<file path="src/sv/stepper_ramp_step_generator_core_defines.svh">
// assertion macros shared by the step generator rtl
// no dependencies; included by the files that carry assertions
`ifndef STEPPER_RAMP_STEP_GENERATOR_CORE_DEFINES_SVH
`define STEPPER_RAMP_STEP_GENERATOR_CORE_DEFINES_SVH

// same-cycle implication
`define SRSG_ASSERT_IMP(label, clk, rst, ante, cons) \
   label: assert property (@(posedge clk) disable iff (rst) (ante) |-> (cons)) \
      else $error("assertion failed in %m");

// next-cycle implication
`define SRSG_ASSERT_NXT(label, clk, rst, ante, cons) \
   label: assert property (@(posedge clk) disable iff (rst) (ante) |=> (cons)) \
      else $error("assertion failed in %m");

`endif

</file>
<file path="src/sv/srsg_pkg.sv">
// types and constants of the stepper step generator
// no dependencies; used by controller, datapath and top level
package srsg_pkg;

   localparam int NUM_MOTORS = 3;

   localparam int CMD_W    = 1;
   localparam int MOTOR_W  = 2;
   localparam int SPEED_W  = 16;
   localparam int ACCEL_W  = 15;
   localparam int PERIOD_W = 24;
   localparam int FACTOR_W = 8;
   localparam int DIR_W    = 2;
   localparam int POS_W    = 32;
   localparam int CSR_IDX_W  = 2;
   localparam int CSR_DATA_W = 24;

   // item commands
   localparam logic [CMD_W-1:0] CMD_SET_SPEED = 1'b0;
   localparam logic [CMD_W-1:0] CMD_TICK      = 1'b1;

   // motion direction codes
   localparam logic [DIR_W-1:0] DIR_STOP = 2'd0;
   localparam logic [DIR_W-1:0] DIR_FWD  = 2'd1;
   localparam logic [DIR_W-1:0] DIR_REV  = 2'd2;

   // register indexes
   localparam logic [CSR_IDX_W-1:0] CSR_ACCEL_CAP    = 2'd0;
   localparam logic [CSR_IDX_W-1:0] CSR_STOP_PERIOD  = 2'd1;
   localparam logic [CSR_IDX_W-1:0] CSR_SPEED_FACTOR = 2'd2;
   localparam logic [CSR_IDX_W-1:0] CSR_DIR_POLARITY = 2'd3;

   // register reset values
   localparam logic [ACCEL_W-1:0]    RST_ACCEL_CAP    = 15'd14;
   localparam logic [PERIOD_W-1:0]   RST_STOP_PERIOD  = 24'd65535;
   localparam logic [FACTOR_W-1:0]   RST_SPEED_FACTOR = 8'd50;
   localparam logic [NUM_MOTORS-1:0] RST_DIR_POLARITY = 3'd1;

   typedef struct packed {
      logic load;
      logic limit;
      logic scale;
      logic div_init;
      logic div_step;
      logic update;
      logic tick;
      logic out_load;
   } ctl_cmd_type;

   typedef struct packed {
      logic sel_valid;
      logic div_last;
   } ctl_stat_type;

endpackage

</file>
<file path="src/sv/stepper_ramp_step_generator_core.sv">
// top level of the three-motor stepper step generator
// depends on srsg_pkg, srsg_ctrl and srsg_dpath
//
// req channel (valid/ready) carries one word: command, motor, target_speed.
// a set-speed word ramps the motor's speed toward the target by at most the
// acceleration cap, scales it by speed_factor and sets the step period to
// TICK_RATE / |scaled speed|, clamped to the stop period and at least 1.
// a tick word advances every motor's period counter; a moving motor whose
// counter reaches its period issues one step pulse and moves its position.
// rsp channel (valid/ready) returns one word per request word: pulses, pins
// and the selected motor's speed, period, direction and position.
// csr port: csr_we writes csr_wdata to register csr_index; write it only while idle (the block does not enforce this).
// set speed: the word passes the limit, scale, divide, update and respond
// states in that order; the period divider yields one quotient bit per cycle.
// tick or out-of-range motor: the word passes the tick or limit state, then respond.
// one word in flight; req_ready returns as the result loads, so a new word is
// taken only once the result of the last one has loaded.
// reset clears motor state (periods go to the default stop period), restores register defaults, drops rsp_valid.
// a stalled receiver holds the result; the next word is still accepted and
// its result waits in the sequencer until the output register frees up.

module stepper_ramp_step_generator_core #(
   parameter int TICK_RATE = 2000000
) (
   input  logic                                   clock,
   input  logic                                   reset,
   // request channel
   input  logic                                   req_valid,
   output logic                                   req_ready,
   input  logic [srsg_pkg::CMD_W-1:0]             req_command,
   input  logic [srsg_pkg::MOTOR_W-1:0]           req_motor,
   input  logic signed [srsg_pkg::SPEED_W-1:0]    req_target_speed,
   // response channel
   output logic                                   rsp_valid,
   input  logic                                   rsp_ready,
   output logic [srsg_pkg::NUM_MOTORS-1:0]        rsp_step_pulses,
   output logic [srsg_pkg::NUM_MOTORS-1:0]        rsp_dir_pins,
   output logic signed [srsg_pkg::SPEED_W-1:0]    rsp_speed_now,
   output logic [srsg_pkg::PERIOD_W-1:0]          rsp_step_period,
   output logic [srsg_pkg::DIR_W-1:0]             rsp_direction_code,
   output logic signed [srsg_pkg::POS_W-1:0]      rsp_position,
   // register write port
   input  logic                                   csr_we,
   input  logic [srsg_pkg::CSR_IDX_W-1:0]         csr_index,
   input  logic [srsg_pkg::CSR_DATA_W-1:0]        csr_wdata
);
   import srsg_pkg::*;

   // command and status between sequencer and datapath
   ctl_cmd_type  cmd;
   ctl_stat_type stat;

   // sequencer: handshake, state walk, output valid
   srsg_ctrl u_ctrl (
      .clock       (clock),
      .reset       (reset),
      .req_valid   (req_valid),
      .req_ready   (req_ready),
      .req_command (req_command),
      .rsp_valid   (rsp_valid),
      .rsp_ready   (rsp_ready),
      .stat        (stat),
      .cmd         (cmd)
   );

   // datapath: registers, motor state, arithmetic, output payload
   srsg_dpath #(
      .TICK_RATE (TICK_RATE)
   ) u_dpath (
      .clock              (clock),
      .reset              (reset),
      .csr_we             (csr_we),
      .csr_index          (csr_index),
      .csr_wdata          (csr_wdata),
      .req_motor          (req_motor),
      .req_target_speed   (req_target_speed),
      .cmd                (cmd),
      .stat               (stat),
      .rsp_step_pulses    (rsp_step_pulses),
      .rsp_dir_pins       (rsp_dir_pins),
      .rsp_speed_now      (rsp_speed_now),
      .rsp_step_period    (rsp_step_period),
      .rsp_direction_code (rsp_direction_code),
      .rsp_position       (rsp_position)
   );

endmodule

</file>
<file path="src/sv/srsg_ctrl.sv">
// sequencing state machine of the step generator
// depends on srsg_pkg and the assertion macro header
`include "stepper_ramp_step_generator_core_defines.svh"

module srsg_ctrl (
   input  logic                        clock,
   input  logic                        reset,
   input  logic                        req_valid,
   output logic                        req_ready,
   input  logic [srsg_pkg::CMD_W-1:0]  req_command,
   output logic                        rsp_valid,
   input  logic                        rsp_ready,
   input  srsg_pkg::ctl_stat_type      stat,
   output srsg_pkg::ctl_cmd_type       cmd
);
   import srsg_pkg::*;

   typedef enum logic [6:0] {
      ST_IDLE    = 7'b0000001,
      ST_LIMIT   = 7'b0000010,
      ST_SCALE   = 7'b0000100,
      ST_DIVIDE  = 7'b0001000,
      ST_UPDATE  = 7'b0010000,
      ST_TICK    = 7'b0100000,
      ST_RESPOND = 7'b1000000
   } state_type;

   state_type state_ff, state_in;
   logic      rsp_valid_ff, rsp_valid_in;
   logic      accept;

   assign req_ready = (state_ff == ST_IDLE);
   assign rsp_valid = rsp_valid_ff;
   assign accept    = req_valid && req_ready;

   always_comb begin
      state_in     = state_ff;
      rsp_valid_in = rsp_valid_ff && !rsp_ready;
      cmd          = '0;
      case (state_ff)
         ST_IDLE: begin
            if (accept) begin
               cmd.load = 1'b1;
               state_in = (req_command == CMD_TICK) ? ST_TICK : ST_LIMIT;
            end
         end
         ST_LIMIT: begin
            if (stat.sel_valid) begin
               cmd.limit = 1'b1;
               state_in  = ST_SCALE;
            end else begin
               state_in  = ST_RESPOND;
            end
         end
         ST_SCALE: begin
            cmd.scale    = 1'b1;
            cmd.div_init = 1'b1;
            state_in     = ST_DIVIDE;
         end
         ST_DIVIDE: begin
            cmd.div_step = 1'b1;
            if (stat.div_last) begin
               state_in = ST_UPDATE;
            end
         end
         ST_UPDATE: begin
            cmd.update = 1'b1;
            state_in   = ST_RESPOND;
         end
         ST_TICK: begin
            cmd.tick = 1'b1;
            state_in = ST_RESPOND;
         end
         ST_RESPOND: begin
            if (!rsp_valid_ff || rsp_ready) begin
               cmd.out_load = 1'b1;
               rsp_valid_in = 1'b1;
               state_in     = ST_IDLE;
            end
         end
         default: begin
            state_in = ST_IDLE;
         end
      endcase
   end

   always_ff @(posedge clock) begin
      if (reset) begin
         state_ff     <= ST_IDLE;
         rsp_valid_ff <= 1'b0;
      end else begin
         state_ff     <= state_in;
         rsp_valid_ff <= rsp_valid_in;
      end
   end

   // one word in flight at a time
   `SRSG_ASSERT_NXT(a_single_item, clock, reset, accept, !req_ready)
   // tick words skip the divider path
   `SRSG_ASSERT_NXT(a_tick_path, clock, reset,
      accept && (req_command == CMD_TICK), state_ff == ST_TICK)
   // a finished result waits while the output stage is stalled
   `SRSG_ASSERT_NXT(a_respond_hold, clock, reset,
      (state_ff == ST_RESPOND) && rsp_valid_ff && !rsp_ready, state_ff == ST_RESPOND)

endmodule

</file>
<file path="src/sv/srsg_dpath.sv">
// datapath of the step generator: registers, per-motor state, ramp limit,
// scaling multiply, iterative period divider and output stage; uses srsg_pkg
`include "stepper_ramp_step_generator_core_defines.svh"

module srsg_dpath #(
   parameter int TICK_RATE = 2000000
) (
   input  logic                                   clock,
   input  logic                                   reset,
   input  logic                                   csr_we,
   input  logic [srsg_pkg::CSR_IDX_W-1:0]         csr_index,
   input  logic [srsg_pkg::CSR_DATA_W-1:0]        csr_wdata,
   input  logic [srsg_pkg::MOTOR_W-1:0]           req_motor,
   input  logic signed [srsg_pkg::SPEED_W-1:0]    req_target_speed,
   input  srsg_pkg::ctl_cmd_type                  cmd,
   output srsg_pkg::ctl_stat_type                 stat,
   output logic [srsg_pkg::NUM_MOTORS-1:0]        rsp_step_pulses,
   output logic [srsg_pkg::NUM_MOTORS-1:0]        rsp_dir_pins,
   output logic signed [srsg_pkg::SPEED_W-1:0]    rsp_speed_now,
   output logic [srsg_pkg::PERIOD_W-1:0]          rsp_step_period,
   output logic [srsg_pkg::DIR_W-1:0]             rsp_direction_code,
   output logic signed [srsg_pkg::POS_W-1:0]      rsp_position
);
   import srsg_pkg::*;

   localparam int DIV_W = $clog2(TICK_RATE + 1);
   localparam int CNT_W = $clog2(DIV_W);
   localparam logic [DIV_W-1:0] DIVIDEND = DIV_W'(TICK_RATE);
   localparam int PROD_W = SPEED_W + FACTOR_W + 1;

   // registers
   logic [ACCEL_W-1:0]    accel_cap_ff, accel_cap_in;
   logic [PERIOD_W-1:0]   stop_period_ff, stop_period_in;
   logic [FACTOR_W-1:0]   factor_ff, factor_in;
   logic [NUM_MOTORS-1:0] polarity_ff, polarity_in;

   // per-motor state
   logic signed [SPEED_W-1:0] speed_ff [NUM_MOTORS];
   logic signed [SPEED_W-1:0] speed_in [NUM_MOTORS];
   logic [DIR_W-1:0]    mdir_ff   [NUM_MOTORS];
   logic [DIR_W-1:0]    mdir_in   [NUM_MOTORS];
   logic [PERIOD_W-1:0] period_ff [NUM_MOTORS];
   logic [PERIOD_W-1:0] period_in [NUM_MOTORS];
   logic [PERIOD_W-1:0] tcount_ff [NUM_MOTORS];
   logic [PERIOD_W-1:0] tcount_in [NUM_MOTORS];
   logic [POS_W-1:0]    pos_ff    [NUM_MOTORS];
   logic [POS_W-1:0]    pos_in    [NUM_MOTORS];
   logic [NUM_MOTORS-1:0] dlvl_ff, dlvl_in;
   logic [NUM_MOTORS-1:0] pulses_ff, pulses_in;

   // working registers
   logic [MOTOR_W-1:0]        sel_ff;
   logic signed [SPEED_W-1:0] tgt_ff;
   logic signed [SPEED_W-1:0] nspd_ff, nspd_in;
   logic [PERIOD_W-1:0]       mag_ff, mag_in;
   logic                      neg_ff, neg_in;
   logic                      zero_ff, zero_in;
   logic [PERIOD_W-1:0]       rem_ff, rem_in;
   logic [DIV_W-1:0]          quot_ff, quot_in;
   logic [CNT_W-1:0]          cnt_ff, cnt_in;

   // output stage
   logic [NUM_MOTORS-1:0]     o_pulses_ff;
   logic [NUM_MOTORS-1:0]     o_pins_ff;
   logic signed [SPEED_W-1:0] o_speed_ff;
   logic [PERIOD_W-1:0]       o_period_ff;
   logic [DIR_W-1:0]          o_dir_ff;
   logic [POS_W-1:0]          o_pos_ff;

   logic sel_valid;
   assign sel_valid     = ({1'b0, sel_ff} < (MOTOR_W + 1)'(NUM_MOTORS));
   assign stat.sel_valid = sel_valid;
   assign stat.div_last  = (cnt_ff == '0);

   // register writes
   always_comb begin
      accel_cap_in   = accel_cap_ff;
      stop_period_in = stop_period_ff;
      factor_in      = factor_ff;
      polarity_in    = polarity_ff;
      if (csr_we) begin
         case (csr_index)
            CSR_ACCEL_CAP:    accel_cap_in   = csr_wdata[ACCEL_W-1:0];
            CSR_STOP_PERIOD:  stop_period_in = csr_wdata[PERIOD_W-1:0];
            CSR_SPEED_FACTOR: factor_in      = csr_wdata[FACTOR_W-1:0];
            CSR_DIR_POLARITY: polarity_in    = csr_wdata[NUM_MOTORS-1:0];
            default:          accel_cap_in   = accel_cap_ff;
         endcase
      end
   end

   // ramp limit: move toward target by at most the acceleration cap
   logic signed [SPEED_W:0] cur_x, tgt_x, acc_x, diff;
   always_comb begin
      cur_x = $signed({speed_ff[sel_ff][SPEED_W-1], speed_ff[sel_ff]});
      tgt_x = $signed({tgt_ff[SPEED_W-1], tgt_ff});
      acc_x = $signed({2'b00, accel_cap_ff});
      diff  = cur_x - tgt_x;
      if (diff > acc_x) begin
         nspd_in = SPEED_W'(cur_x - acc_x);
      end else if (diff < -acc_x) begin
         nspd_in = SPEED_W'(cur_x + acc_x);
      end else begin
         nspd_in = tgt_ff;
      end
   end

   // scaling multiply, full width
   logic signed [PROD_W-1:0] prod, prod_abs;
   always_comb begin
      prod     = nspd_ff * $signed({1'b0, factor_ff});
      prod_abs = prod[PROD_W-1] ? -prod : prod;
      mag_in   = prod_abs[PERIOD_W-1:0];
      neg_in   = prod[PROD_W-1];
      zero_in  = (prod == '0);
   end

   // restoring divider, one quotient bit per cycle
   logic [PERIOD_W:0] trial;
   logic              ge;
   always_comb begin
      trial   = {rem_ff, DIVIDEND[cnt_ff]};
      ge      = (trial >= {1'b0, mag_ff});
      rem_in  = rem_ff;
      quot_in = quot_ff;
      cnt_in  = cnt_ff;
      if (cmd.div_init) begin
         rem_in  = '0;
         quot_in = '0;
         cnt_in  = CNT_W'(DIV_W - 1);
      end else if (cmd.div_step) begin
         rem_in  = ge ? PERIOD_W'(trial - {1'b0, mag_ff}) : trial[PERIOD_W-1:0];
         quot_in = {quot_ff[DIV_W-2:0], ge};
         cnt_in  = cnt_ff - 1'b1;
      end
   end

   // period clamp
   logic [PERIOD_W-1:0] q_ext, per_clamp, per_final;
   always_comb begin
      q_ext = PERIOD_W'(quot_ff);
      if (zero_ff) begin
         per_clamp = stop_period_ff;
      end else if (q_ext > stop_period_ff) begin
         per_clamp = stop_period_ff;
      end else begin
         per_clamp = q_ext;
      end
      per_final = (per_clamp == '0) ? PERIOD_W'(1) : per_clamp;
   end

   // per-motor state update
   logic [PERIOD_W:0] cnext [NUM_MOTORS];
   always_comb begin
      speed_in  = speed_ff;
      mdir_in   = mdir_ff;
      period_in = period_ff;
      tcount_in = tcount_ff;
      pos_in    = pos_ff;
      dlvl_in   = dlvl_ff;
      pulses_in = pulses_ff;
      for (int m = 0; m < NUM_MOTORS; m++) begin
         cnext[m] = {1'b0, tcount_ff[m]} + 1'b1;
      end
      if (cmd.load) begin
         pulses_in = '0;
      end
      if (cmd.update) begin
         speed_in[sel_ff]  = nspd_ff;
         period_in[sel_ff] = per_final;
         if (zero_ff) begin
            mdir_in[sel_ff] = DIR_STOP;
         end else if (neg_ff) begin
            mdir_in[sel_ff] = DIR_REV;
            dlvl_in[sel_ff] = ~polarity_ff[sel_ff];
         end else begin
            mdir_in[sel_ff] = DIR_FWD;
            dlvl_in[sel_ff] = polarity_ff[sel_ff];
         end
      end
      if (cmd.tick) begin
         for (int m = 0; m < NUM_MOTORS; m++) begin
            if (cnext[m] >= {1'b0, period_ff[m]}) begin
               tcount_in[m] = '0;
               if (mdir_ff[m] == DIR_FWD) begin
                  pos_in[m]    = pos_ff[m] - 1'b1;
                  pulses_in[m] = 1'b1;
               end else if (mdir_ff[m] == DIR_REV) begin
                  pos_in[m]    = pos_ff[m] + 1'b1;
                  pulses_in[m] = 1'b1;
               end
            end else begin
               tcount_in[m] = cnext[m][PERIOD_W-1:0];
            end
         end
      end
   end

   always_ff @(posedge clock) begin
      if (reset) begin
         accel_cap_ff   <= RST_ACCEL_CAP;
         stop_period_ff <= RST_STOP_PERIOD;
         factor_ff      <= RST_SPEED_FACTOR;
         polarity_ff    <= RST_DIR_POLARITY;
         for (int m = 0; m < NUM_MOTORS; m++) begin
            speed_ff[m]  <= '0;
            mdir_ff[m]   <= DIR_STOP;
            period_ff[m] <= RST_STOP_PERIOD;
            tcount_ff[m] <= '0;
            pos_ff[m]    <= '0;
         end
         dlvl_ff   <= '0;
         pulses_ff <= '0;
      end else begin
         accel_cap_ff   <= accel_cap_in;
         stop_period_ff <= stop_period_in;
         factor_ff      <= factor_in;
         polarity_ff    <= polarity_in;
         speed_ff       <= speed_in;
         mdir_ff        <= mdir_in;
         period_ff      <= period_in;
         tcount_ff      <= tcount_in;
         pos_ff         <= pos_in;
         dlvl_ff        <= dlvl_in;
         pulses_ff      <= pulses_in;
      end
   end

   // working and output registers, no reset needed
   always_ff @(posedge clock) begin
      if (cmd.load) begin
         sel_ff <= req_motor;
         tgt_ff <= req_target_speed;
      end
      if (cmd.limit) begin
         nspd_ff <= nspd_in;
      end
      if (cmd.scale) begin
         mag_ff  <= mag_in;
         neg_ff  <= neg_in;
         zero_ff <= zero_in;
      end
      rem_ff  <= rem_in;
      quot_ff <= quot_in;
      cnt_ff  <= cnt_in;
      if (cmd.out_load) begin
         o_pulses_ff <= pulses_ff;
         o_pins_ff   <= dlvl_ff;
         if (sel_valid) begin
            o_speed_ff  <= speed_ff[sel_ff];
            o_period_ff <= period_ff[sel_ff];
            o_dir_ff    <= mdir_ff[sel_ff];
            o_pos_ff    <= pos_ff[sel_ff];
         end else begin
            o_speed_ff  <= '0;
            o_period_ff <= '0;
            o_dir_ff    <= DIR_STOP;
            o_pos_ff    <= '0;
         end
      end
   end

   assign rsp_step_pulses    = o_pulses_ff;
   assign rsp_dir_pins       = o_pins_ff;
   assign rsp_speed_now      = o_speed_ff;
   assign rsp_step_period    = o_period_ff;
   assign rsp_direction_code = o_dir_ff;
   assign rsp_position       = $signed(o_pos_ff);

   // a written period is never zero
   `SRSG_ASSERT_NXT(a_period_nonzero, clock, reset, cmd.update, period_ff[sel_ff] != '0)
   // after a tick motor 0's counter sits below its period
   `SRSG_ASSERT_NXT(a_count_below_period, clock, reset, cmd.tick,
      tcount_ff[0] < period_ff[0])
   // motor 0 never pulses while stopped
   `SRSG_ASSERT_IMP(a_pulse_needs_motion, clock, reset, pulses_ff[0],
      mdir_ff[0] != DIR_STOP)

endmodule

</file>
<file path="config.mk">
export PLATFORM = sky130hd
export DESIGN_NAME = stepper_ramp_step_generator_core
export DESIGN_NICKNAME = d
export VERILOG_FILES = /design/src/sv/srsg_pkg.sv /design/src/sv/stepper_ramp_step_generator_core.sv /design/src/sv/srsg_ctrl.sv /design/src/sv/srsg_dpath.sv
export VERILOG_INCLUDE_DIRS = /design/src /design/src/sv
export SDC_FILE = /design/constraint.sdc
export NUM_CORES = 2
export LEC_CHECK = 0
export BUFFER_PORTS_ARGS = -buffer_cell sky130_fd_sc_hd__buf_2
export CORE_ASPECT_RATIO = 1.1
export CORE_MARGIN = 5
export CORE_UTILIZATION = 41
export CTS_CLUSTER_SIZE = 24
export DETAILED_ROUTE_END_ITERATION = 6
export PLACE_DENSITY_LB_ADDON = 0.25
export SLEW_MARGIN = 20
export SYNTH_ARGS = -nofsm -noshare
export SYNTH_HDL_FRONTEND = slang
export SYNTH_SLANG_ARGS = --single-unit
</file>
<file path="constraint.sdc">
create_clock -name clock -period 10.2 [get_ports clock]
set_clock_uncertainty 0.1 [all_clocks]
set_input_delay 0.51 -clock clock [delete_from_list [all_inputs] [get_ports clock]]
set_output_delay 0.51 -clock clock [all_outputs]
set_load 0.01 [all_outputs]
</file>
==> summary.md <==
| Metric | Value |
|---|---|
| Number of instances in the synthesized netlist | `approximately 4700` |
| Cell type with the highest aggregate area in the netlist | `dfxtp_1` |
| Main combinational cell family by area after synthesis | `compound AO/OA/AOI/OAI gates` |
| Top cells by area, synth | `dfxtp_1 (21%), ha_1 (11%), edfxtp_1 (11%)` |
| Max-slew violation total from the final report | `0` |
| Area share of xor/xnor cells in the synthesized design | `roughly 4.5%` |
| Source-to-sink clock delay at the later pin of the worst-skew pair | `approximately 630 ps` |
| Type of element capturing the critical path | `flip-flop` |
| H-tree depth reported by CTS | `3` |
| Total wire length after detailed routing | `118.3 mm` |
| Die area | `roughly 0.1 mm^2` |
| Buffer levels on the longest clock path | `3` |
| Worst setup slack after layout | `approximately 3100 ps` |
| Post-layout power | `~0.006 W` |
| Number of buffers inserted to repair setup after CTS | `0` |
| Min Tclk post-route | `roughly 7100 ps` |
| Number of buffers added on ports | `~130` |
| Routed vias | `between 30000 and 40000` |
| Arr. time, crit path | `7340 ps` |
| Worst-path maximum fanout | `between 50 and 60` |
| Total of max-cap violations | `0` |
| Half-perimeter wire length after placement | `between 80 and 90 mm` |
| Average wire per standard cell | `between 15 and 20 um` |
| Total power divided by cell area | `between 100 and 150 mW/mm^2` |
| First-pass iteration count of the detailed router | `5` |
| Cell Area, Placed | `approximately 0.041 mm^2` |
| Transition time at the pin with the least slew margin | `about 1100 ps` |
| Yosys warning count | `0` |
| Highest clock frequency the design can meet | `around 0.14 GHz` |
| Final worst path period share | `just under 70%` |
| Core Box Area | `0.09529 mm^2` |
| Post-detailed-route via-to-cell ratio | `between 5 and 6` |
| Top-level I/O count | `132` |
| Worst endpoint required time | `10460 ps` |
| RSZ-0062 raised after global routing | `false` |
| Cell family contributing the most delay on the critical path | `compound AO/OA/AOI/OAI gates` |
| Fraction of synthesized cell area taken by the top area cell type | `between 20% and 30%` |
| Remaining Overflow, GRT | `0` |
| Number of register bits inferred by synthesis | `~550` |
| Mean instance size in the synthesized netlist | `~8.3 um^2` |
| Via count of the first global-routing pass | `approximately 33000` |
| GRT Util Overall | `approximately 22%` |
| Nets in the synthesized netlist | `5231` |
| DR DRC count | `0` |
| Post-synthesis to final-layout area growth | `10.95%` |
| Number of violations reported at the end of detailed-routing iteration 0 | `2419` |
| Tightest slew margin relative to the limit | `between 20% and 30%` |
| Post-route cell area | `roughly 0.043 mm^2` |
| Static power due to leakage | `18.87 nW` |
| TritonCTS Sinks | `549` |
| Clock buffers created by TritonCTS | `67` |
| Pre-CTS setup slack | `around 3200 ps` |
| CTS root buffer | `clkbuf_16` |
| Final TNS setup | `0 ps` |
| Critical-path top delay cell | `buf_4` |
| Compound-gate portion of the synthesized area | `between 10% and 20%` |
| Flip-flop cell with the highest count after synthesis | `dfxtp_1` |
| Adder and majority cell fraction of the synthesized area | `about 17%` |
| Most numerous cell types in the synthesized netlist | `nand2_1 (642), a21oi_1 (475), dfxtp_1 (409)` |
| Critical path buffer and inverter count | `3` |
| Last weighted congestion value of the routability-driven placer | `between 0.9 and 1` |
| DIE HEIGHT | `around 330 um` |
| Post-synthesis share of cell area spent on and, or, nand and nor gates | `19.31%` |
| Nets@finish | `between 5000 and 6000` |
| Antenna violations before repair | `4` |
| Post-synthesis cell area | `0.03917 mm^2` |
| Worst min-delay path category | `in -> reg` |
| Startpoint type of the worst setup path | `flip-flop` |
| Unique cell type count in the Yosys netlist | `84` |
| Total setup violations reported at the end of the flow | `0` |
| Starting density of the core | `about two fifths` |
| X dimension of the die | `around 300 um` |
| # resized after CTS | `0` |
| Type of the worst setup path | `reg -> reg` |
| Most numerous cell in the Yosys netlist | `nand2_1` |
| Delay of the slowest critical-path stage | `a little under 900 ps` |
| Reg clk slew, reported paths | `around 60 ps` |
| EDFF count, synth | `between 100 and 150` |
| Final count of hold timing violations | `0` |
| Wire length of the first global-routing pass | `approximately 180 mm` |
| Maximum number of pins on one net before global-route repair | `about 100` |
| Sequential area share after synthesis | `a little under a third` |
| Share of async-settable or async-resettable flops after synthesis | `0%` |
| Share of final-layout standard cells stronger than drive strength 1 | `about 6.8%` |
| Status | `finished, final reports clean` |
| Fraction of synthesized area in multiplexers | `around 2.8%` |
| Remaining number of nets flagged by the antenna check after routing | `0` |
| Peak supply drop | `approximately 0.11 mV` |
| Row Count | `approximately 120` |
| TritonCTS clock tree | `yes` |
-- routing by layer --
| layer | vias to the layer above | wire length [um] | global-route usage, % |
|---|---|---|---|
| li1 | 16770 | - | - |
| met1 | 16330 | 53600 | 30.03 |
| met2 | 902 | 53710 | 36.58 |
| met3 | 183 | 7168 | 3.832 |
| met4 | 0 | 3849 | 7.405 |
| met5 | - | 0 | 0 |
-- path summary, 6_finish.rpt --
kind	start	endpoint	slack, ps	cells past startpoint
worst max-delay path	u_dpath.sel_ff[0]	u_dpath.nspd_ff[2]	3130	25
worst min-delay path	req_command	u_ctrl.state_ff[1]	20	2
worst max register to register	u_dpath.sel_ff[0]	u_dpath.nspd_ff[2]	3130	25
worst min register to register	u_dpath.speed_ff[42]	u_dpath.speed_ff[42]	360	2
-- final cells by class --
cell class              instances  area, um^2
diodes                          1       2.502
clock buffers                  84        1842
clock inverters                35       446.7
fillers                      9365       51830
inverters                     378        1419
multi-input cells            3581       24640
flip-flops and latches        549       12390
well taps                    1270        1589
repair buffers                185        1124
-- report_power, final --
part / total (W) / switching, W / internal (W)
clock network: 0.00250 / 0.00101 / 0.00149
logic: 0.00124 / 0.000752 / 0.000485
registers: 0.00237 / 0.0000473 / 0.00232
total: 0.00611 / 0.00180 / 0.00430
-- sequential cells by signal (all words and copies together) (netlist names), 5 cells and up, named ones only --
signal and cells:
u_dpath.rsp_speed_now 16, u_dpath.nspd_ff 16, u_dpath.tcount_ff 72, u_dpath.rem_ff 24, u_dpath.pos_ff 96, u_ctrl.state_ff 7
u_dpath.stop_period_ff 24, u_dpath.mag_ff 24, u_dpath.rsp_position 32, u_dpath.period_ff 72, u_dpath.accel_cap_ff 15, u_dpath.cnt_ff 5
u_dpath.rsp_step_period 24, u_dpath.tgt_ff 16, u_dpath.factor_ff 8, u_dpath.quot_ff 21, u_dpath.speed_ff 48
-- cells in the final DEF (no fill, tap or decap), drive strengths merged, types with 21 or more instances in the layout --
cell,count
fa,109
nand2,642
o21ai,248
a21o,101
o22ai,32
edfxtp,140
nor4,29
and3,69
nand4,39
a21oi,475
nand3b,27
clkbuf,84
nor3,144
xor2,72
ha,346
a211oi,39
buf,164
o21a,47
nor2,229
o211ai,59
nand2b,31
a31oi,39
xnor2,129
nand3,132
dlygate4sd3,21
dfxtp,409
and2,85
or3,53
nor2b,39
mux2i,108
inv,384
-- through the flow --
step	util (%)	hold WS (ps)	instances
finish	45.60	19.94	6083
global placement	42.95	338.2	5942
detailed placement	42.95	347.6	5942
CTS	45.58	2.093	6082
global route	45.60	22.21	6082
floorplan	-	301.9	4726
-- worst reg2reg max path, stage by stage, from the launching register on --
cell       delay (ps)
edfxtp_1          670
buf_4             880
nor2b_4           260
nand2_1           150
o21ai_0           120
inv_1             150
ha_1              180
inv_1              60
fa_1              420
a211oi_1          240
nor2_1            120
o211ai_1          240
a21boi_0          140
o21ai_0           180
a21oi_1            90
nor2_1            130
xnor2_1           120
ha_1              320
nand4_1            90
nor3_1            140
o2bb2ai_1         140
a31oi_1           120
o31ai_2           690
nand2_1           440
a221o_1           440
a22o_1            190
-- repair_timing --
| item | CTS | global route |
|---|---|---|
| setup endpoints to repair | 0 | 0 |
| hold buffers | 21 | 0 |
| hold endpoints to repair | 21 | 0 |
-- kinds of logic after synthesis --
family / Yosys count
flip-flops: 549
XOR/XNOR: 201
adder cells (fa/ha/maj): 455
multiplexers: 109
buffers and inverters: 596
AO/OA/AOI/OAI: 1231
AND/OR/NAND/NOR: 1585
No activity file was read; power rests on OpenSTA's default activity.
